`src/design/assert_macros.svh`:
```
`ifndef ASSERT_MACROS_SVH
`define ASSERT_MACROS_SVH

// Same-cycle implication, checked at every rising edge outside reset.
`define ASSERT_IMPLY(label, clk, rst, ante, cons) \
   label: assert property (@(posedge clk) disable iff (rst) (ante) |-> (cons)) \
      else $error("implication check failed");

// Next-cycle implication, checked at every rising edge outside reset.
`define ASSERT_NEXT(label, clk, rst, ante, cons) \
   label: assert property (@(posedge clk) disable iff (rst) (ante) |=> (cons)) \
      else $error("next-cycle check failed");

`endif

```
`src/design/tdpt_pkg.sv`:
```
package tdpt_pkg;

   // Width of the item field on the port, and the width actually tested.
   localparam int NumberFieldWidth = 32;
   localparam int NumberWidth      = 32;

   // Bit counter for one serial division pass.
   localparam int CountWidth = (NumberWidth > 1) ? $clog2(NumberWidth) : 1;

   // First candidate divisor.
   localparam int FirstDivisor = 2;

endpackage

```
`src/design/trial_division_prime_test_unit.sv`:
```
// Trial-division primality test. Each item carries one unsigned number and
// yields one result item, rsp_is_prime, which is 1 exactly when the low
// NumberWidth bits of the number form a prime; 0 and 1 are not prime.
// Candidate divisors run from 2 upward while the divisor does not exceed
// the quotient. A single restoring divider, one quotient bit per cycle,
// gives quotient and remainder for each candidate, followed by a check
// state that ends the item or moves on to the next candidate. Inputs
// below two try no candidate at all; the worst case for 32 bits is about
// 65536 candidates. One item is worked at a time; a new item is taken as
// soon as the previous verdict has moved into the output register, even if
// it is not yet taken.
`include "assert_macros.svh"

module trial_division_prime_test_unit (
   input  logic                                   clock,
   input  logic                                   reset,
   input  logic                                   req_valid,
   output logic                                   req_ready,
   input  logic [tdpt_pkg::NumberFieldWidth-1:0] req_number,
   output logic                                   rsp_valid,
   input  logic                                   rsp_ready,
   output logic                                   rsp_is_prime
);
   import tdpt_pkg::*;

   typedef enum logic [1:0] {
      ST_IDLE,
      ST_DIVIDE,
      ST_CHECK,
      ST_FINISH
   } state_type;

   state_type               state_ff;
   logic [NumberWidth-1:0]  number_ff;
   logic [NumberWidth-1:0]  div_ff;
   logic [NumberWidth-1:0]  quot_ff;
   logic [NumberWidth-1:0]  rem_ff;
   logic [CountWidth-1:0]   count_ff;
   logic                    verdict_ff;
   logic                    rsp_valid_ff;
   logic                    rsp_is_prime_ff;

   logic [NumberWidth-1:0]  number_in;
   logic [NumberWidth:0]    partial;
   logic                    fits;
   logic [NumberWidth-1:0]  rem_in;
   logic [NumberWidth-1:0]  quot_in;
   logic                    accept;
   logic [NumberWidth-1:0]  first_div;
   logic                    small_number;
   logic                    load_rsp;

   assign number_in = NumberWidth'(req_number);
   assign accept    = req_valid && req_ready;
   assign req_ready = (state_ff == ST_IDLE);
   assign rsp_valid    = rsp_valid_ff;
   assign rsp_is_prime = rsp_is_prime_ff;
   assign first_div    = NumberWidth'(FirstDivisor);
   assign small_number = (number_in < first_div);
   // The verdict moves out when the output register is empty or being emptied.
   assign load_rsp     = (state_ff == ST_FINISH) && (!rsp_valid_ff || rsp_ready);

   // One restoring division step: bring down the next dividend bit.
   always_comb begin
      partial = {rem_ff, quot_ff[NumberWidth-1]};
      fits    = (partial >= {1'b0, div_ff});
      rem_in  = fits ? NumberWidth'(partial - {1'b0, div_ff}) : NumberWidth'(partial);
      quot_in = {quot_ff[NumberWidth-2:0], fits};
   end

   always_ff @(posedge clock) begin
      if (reset) begin
         state_ff        <= ST_IDLE;
         rsp_valid_ff    <= 1'b0;
         rsp_is_prime_ff <= 1'b0;
         verdict_ff      <= 1'b0;
         number_ff       <= '0;
         div_ff          <= '0;
         quot_ff         <= '0;
         rem_ff          <= '0;
         count_ff        <= '0;
      end else begin
         if (load_rsp) begin
            rsp_valid_ff    <= 1'b1;
            rsp_is_prime_ff <= verdict_ff;
         end else if (rsp_valid_ff && rsp_ready) begin
            rsp_valid_ff <= 1'b0;
         end
         case (state_ff)
            ST_IDLE: begin
               if (accept) begin
                  number_ff <= number_in;
                  div_ff    <= first_div;
                  quot_ff   <= number_in;
                  rem_ff    <= '0;
                  count_ff  <= CountWidth'(NumberWidth - 1);
                  if (small_number) begin
                     verdict_ff <= 1'b0;
                     state_ff   <= ST_FINISH;
                  end else begin
                     state_ff <= ST_DIVIDE;
                  end
               end
            end
            ST_DIVIDE: begin
               rem_ff   <= rem_in;
               quot_ff  <= quot_in;
               count_ff <= count_ff - CountWidth'(1);
               if (count_ff == '0) begin
                  state_ff <= ST_CHECK;
               end
            end
            ST_CHECK: begin
               // Past the square root with no divisor found means prime.
               if (div_ff > quot_ff) begin
                  verdict_ff <= 1'b1;
                  state_ff   <= ST_FINISH;
               end else if (rem_ff == '0) begin
                  verdict_ff <= 1'b0;
                  state_ff   <= ST_FINISH;
               end else begin
                  div_ff   <= div_ff + NumberWidth'(1);
                  quot_ff  <= number_ff;
                  rem_ff   <= '0;
                  count_ff <= CountWidth'(NumberWidth - 1);
                  state_ff <= ST_DIVIDE;
               end
            end
            ST_FINISH: begin
               if (load_rsp) begin
                  state_ff <= ST_IDLE;
               end
            end
            default: begin
               state_ff <= ST_IDLE;
            end
         endcase
      end
   end

   `ASSERT_IMPLY(a_rem_below_div, clock, reset, state_ff == ST_DIVIDE, rem_ff < div_ff)
   `ASSERT_IMPLY(a_div_from_two, clock, reset, state_ff == ST_DIVIDE, div_ff >= first_div)
   `ASSERT_NEXT(a_small_not_prime, clock, reset, accept && small_number, !verdict_ff && !req_ready)

endmodule

```
`config.mk`:
```
export PLATFORM = sky130hd
export DESIGN_NAME = trial_division_prime_test_unit
export DESIGN_NICKNAME = d
export VERILOG_FILES = /design/src/design/tdpt_pkg.sv /design/src/design/trial_division_prime_test_unit.sv
export VERILOG_INCLUDE_DIRS = /design/src /design/src/design
export SDC_FILE = /design/constraint.sdc
export NUM_CORES = 1
export LEC_CHECK = 0
export BUFFER_PORTS_ARGS = -buffer_cell sky130_fd_sc_hd__buf_2
export CAP_MARGIN = 30
export CORE_MARGIN = 5
export CORE_UTILIZATION = 50
export DETAILED_ROUTE_END_ITERATION = 10
export PLACE_DENSITY = 0.73
export SYNTH_ARGS = -nofsm -noshare
export SYNTH_HDL_FRONTEND = slang
export SYNTH_SLANG_ARGS = --single-unit
```
`constraint.sdc`:
```
create_clock -name clock -period 5.9 [get_ports clock]
set_clock_uncertainty 0.2 [all_clocks]
set_input_delay 0.59 -clock clock [delete_from_list [all_inputs] [get_ports clock]]
set_output_delay 0.59 -clock clock [all_outputs]
set_load 0.005 [all_outputs]
```
==> results.yml <==
run_status:
  status: "complete, no violations"
logic_synthesis:
  synth_top_family_by_area: "simple AND/OR/NAND/NOR gates"
  muxShareOfSynthArea: 0.0311
  synthAdderAreaFrac: 0.101
  yosysMostFrequentCell: "nand2_1"
  synth_ff_type: "dfxtp_1"
  synth.area.top_cells: "dfxtp_1 31%, ha_1 9.8%, nand2_1 8.2%"
  yosys.area.top_type: "dfxtp_1"
  synth_top_cell_area_share: 0.306
  synth_area_sq_um: 9020
  ys_types: 66
  netlist_instances: 1171
  syn-num-nets: 1279
  synth_compound_area_frac: 0.218
  synthSimpleGateAreaFrac: 0.221
  synth_common_cells: "196 x nand2_1, 138 x dfxtp_1, 115 x a21oi_1"
  synthArstFlopShare: 0
  synth-xor-area-share: 0.0543
  yosysSeqAreaShare: 0.306
  ys_warn_count: 0
  synth_enable_flop_cells: 0
  syn_avg_cell_area_sq_um: 7.71
  ys_seq_elements: 138
global_route:
  grt_pass1_wl_mm: 39.4
  grt-ovfl-total: 0
  antenna_found_initial: 1
  grt_start_max_net_pins: 83
  grt_pass1_vias: 7885
  grt_usage: 0.231
worst_setup_path:
  path_cells: "ha_1 -> a21oi_1 -> nand2_1 -> a221o_1 -> or3_1 -> o2111ai_1 -> and2_1 -> buf_4 -> nand3_1 -> a21oi_1 -> nor4_1"
  crit_family: "simple AND/OR/NAND/NOR gates"
  startpoint_type: "flip-flop"
  endpoint_kind: "flip-flop"
  crit_required_ps: 5970
  path_common_cell: "a21oi_1"
  arrival_ps: 3850
  reg2reg_depth: 11
  worstSetupPathType: "flip-flop to flip-flop"
  r2r_slack_ps: 2120
  crit_cells: 11
  path_max_fanout: 25
  startpoint: "div_ff[14]$_SDFFE_PP0P_"
  path_buf_inv: 1
  critPathMaxStageDelay_ps: 840
  reg2reg_from: "div_ff[14]$_SDFFE_PP0P_"
  endpoint: "quot_ff[0]$_SDFFE_PP0P_"
  crit_slowest_cell: "and2_1"
  rr_endpoint: "quot_ff[0]$_SDFFE_PP0P_"
floorplan:
  fp.dieW_um: 144
  initial_core_util: 0.506
  rows: 49
  ioPinCount: 39
  die_area_sq_um: 20800
  core_sq_um: 17800
  die_height_um: 144
sta:
  rsz0062_at_grt: "no"
  maxSlewViolCount: 0
  fin_setup_tns_ps: 0
  worst_slew_pin_slew_ps: 1010
  hold_viol: 0
  fmax_ghz: 0.265
  min_period_over_period: 0.640
  setup-violations-final: 0
  timing.final.crit_period_ps: 3780
  slew_headroom: 0.326
clocking:
  cts_resized: 0
  cts_buffer_depth: 2
  worst_skew_pair.late_latency_ps: 430
  htree_levels: 4
  cts_hold_buf: 0
  numCtsBuffers: 17
  cts_tree: "done"
  cts_sinks: 138
  clkTransAtPathRegs_ps: 60
  cts-root-buf: "clkbuf_16"
  postCtsSetupBuffers: 0
routing:
  highest_layer: "met5"
  vias: 8377
  via_per_inst: 5.92
  met3_wirelength_mm: 1.37
  drtIter0Drc: 555
  drc: 0
  drt-pass1-iter-count: 6
  route.layer.met1.wl_mm: 10.7
  avgRoutedWirePerCell_um: 16.5
  finalWirelength_mm: 23.3
  drtAntennaViolNets: 0
  met2WireLength_mm: 10.6
final_layout:
  post-route-util: 0.559
  layout-drive-gt1-share: 0.0886
  n_antenna_cell: 0
  nets: 1280
  area_growth_pct: 10.5
placement:
  routabilityCongestion: 0.969
  port_buffers: 38
  hpwl_mm: 16.5
run:
  maxCapViolCount: 0
min_path:
  holdCritPathClass: "primary input to flip-flop"
==> cell type report <==
type | instances | area [sq um]
Clock buffer | 18 | 439
Tap cell | 229 | 287
Multi-Input combinational cell | 885 | 5640
Inverter | 78 | 293
Clock inverter | 14 | 188
Timing Repair Buffer | 52 | 355
Fill cell | 1648 | 7870
Sequential cell | 138 | 2760
==> registers in the layout, summed over array words and instances (netlist names) <==
signal / count
count_ff: 5
rsp_is_prime: 1
rem_ff: 32
state_ff: 2
div_ff: 32
quot_ff: 32
verdict_ff: 1
rsp_valid: 1
number_ff: 32
==> placed cells by master (no fill, tap or decap), types with 13 or more instances in the layout <==
cell / instances
a21oi_1: 115
a22oi_1: 32
buf_2: 38
clkbuf_16: 17
dfxtp_1: 138
ha_1: 70
inv_1: 78
mux2i_1: 28
nand2_1: 196
nand3_1: 27
nand4_1: 22
nor2_1: 62
nor3_1: 19
nor4_1: 27
o211ai_1: 37
o21ai_0: 43
o21ai_1: 13
xnor2_1: 46
==> logic make-up after synthesis <==
family / count (synthesis)
adders and majority gates: 72
xor gates and xnor gates: 56
and+or+nand+nor: 416
muxes: 28
DFF: 138
AOI/OAI and AO/OA: 313
buffers and inverters: 148
==> metal layers <==
layer / track usage / vias to the layer above
met2: 0.364 / 256
met5: 0 / -
met4: 0.0844 / 2
met3: 0.0430 / 51
li1: - / 4181
met1: 0.317 / 3887
==> worst min-delay path by stage <==
stage | to | start | slack (ps) | cells past startpoint
floorplan | number_ff[10]$_SDFFE_PP0P_ | number_ff[10]$_SDFFE_PP0P_ | 240 | 2
global placement | number_ff[13]$_SDFFE_PP0P_ | number_ff[13]$_SDFFE_PP0P_ | 240 | 2
detailed placement | number_ff[19]$_SDFFE_PP0P_ | number_ff[19]$_SDFFE_PP0P_ | 250 | 2
CTS | number_ff[1]$_SDFFE_PP0P_ | req_number[1] | 210 | 3
global route | number_ff[1]$_SDFFE_PP0P_ | req_number[1] | 210 | 3
finish | number_ff[1]$_SDFFE_PP0P_ | req_number[1] | 220 | 3
==> through the flow <==
step | worst slack, ps | hold WS, ps | std cells | cell area [sq um]
after global routing | 1950 | 212 | 1414 | 9970
after CTS | 2100 | 209 | 1411 | 9890
final | 2120 | 219 | 1414 | 9970
after detailed placement | 2120 | 246 | 1379 | 9270
after global placement | 2150 | 243 | 1378 | 9250
after floorplan | 2990 | 236 | 1171 | 9020
==> worst register-to-register path, delay by kind of cell (launching register included) <==
| family | cells | cell delay (ps) |
|---|---|---|
| simple gates | 5 | 1460 |
| compound gates | 4 | 880 |
| flops | 1 | 420 |
| buf+inv | 1 | 370 |
| fa+ha+maj | 1 | 290 |
Power is not shown: default switching activity piles up to over one toggle a cycle in this logic, so the estimate is an artifact.
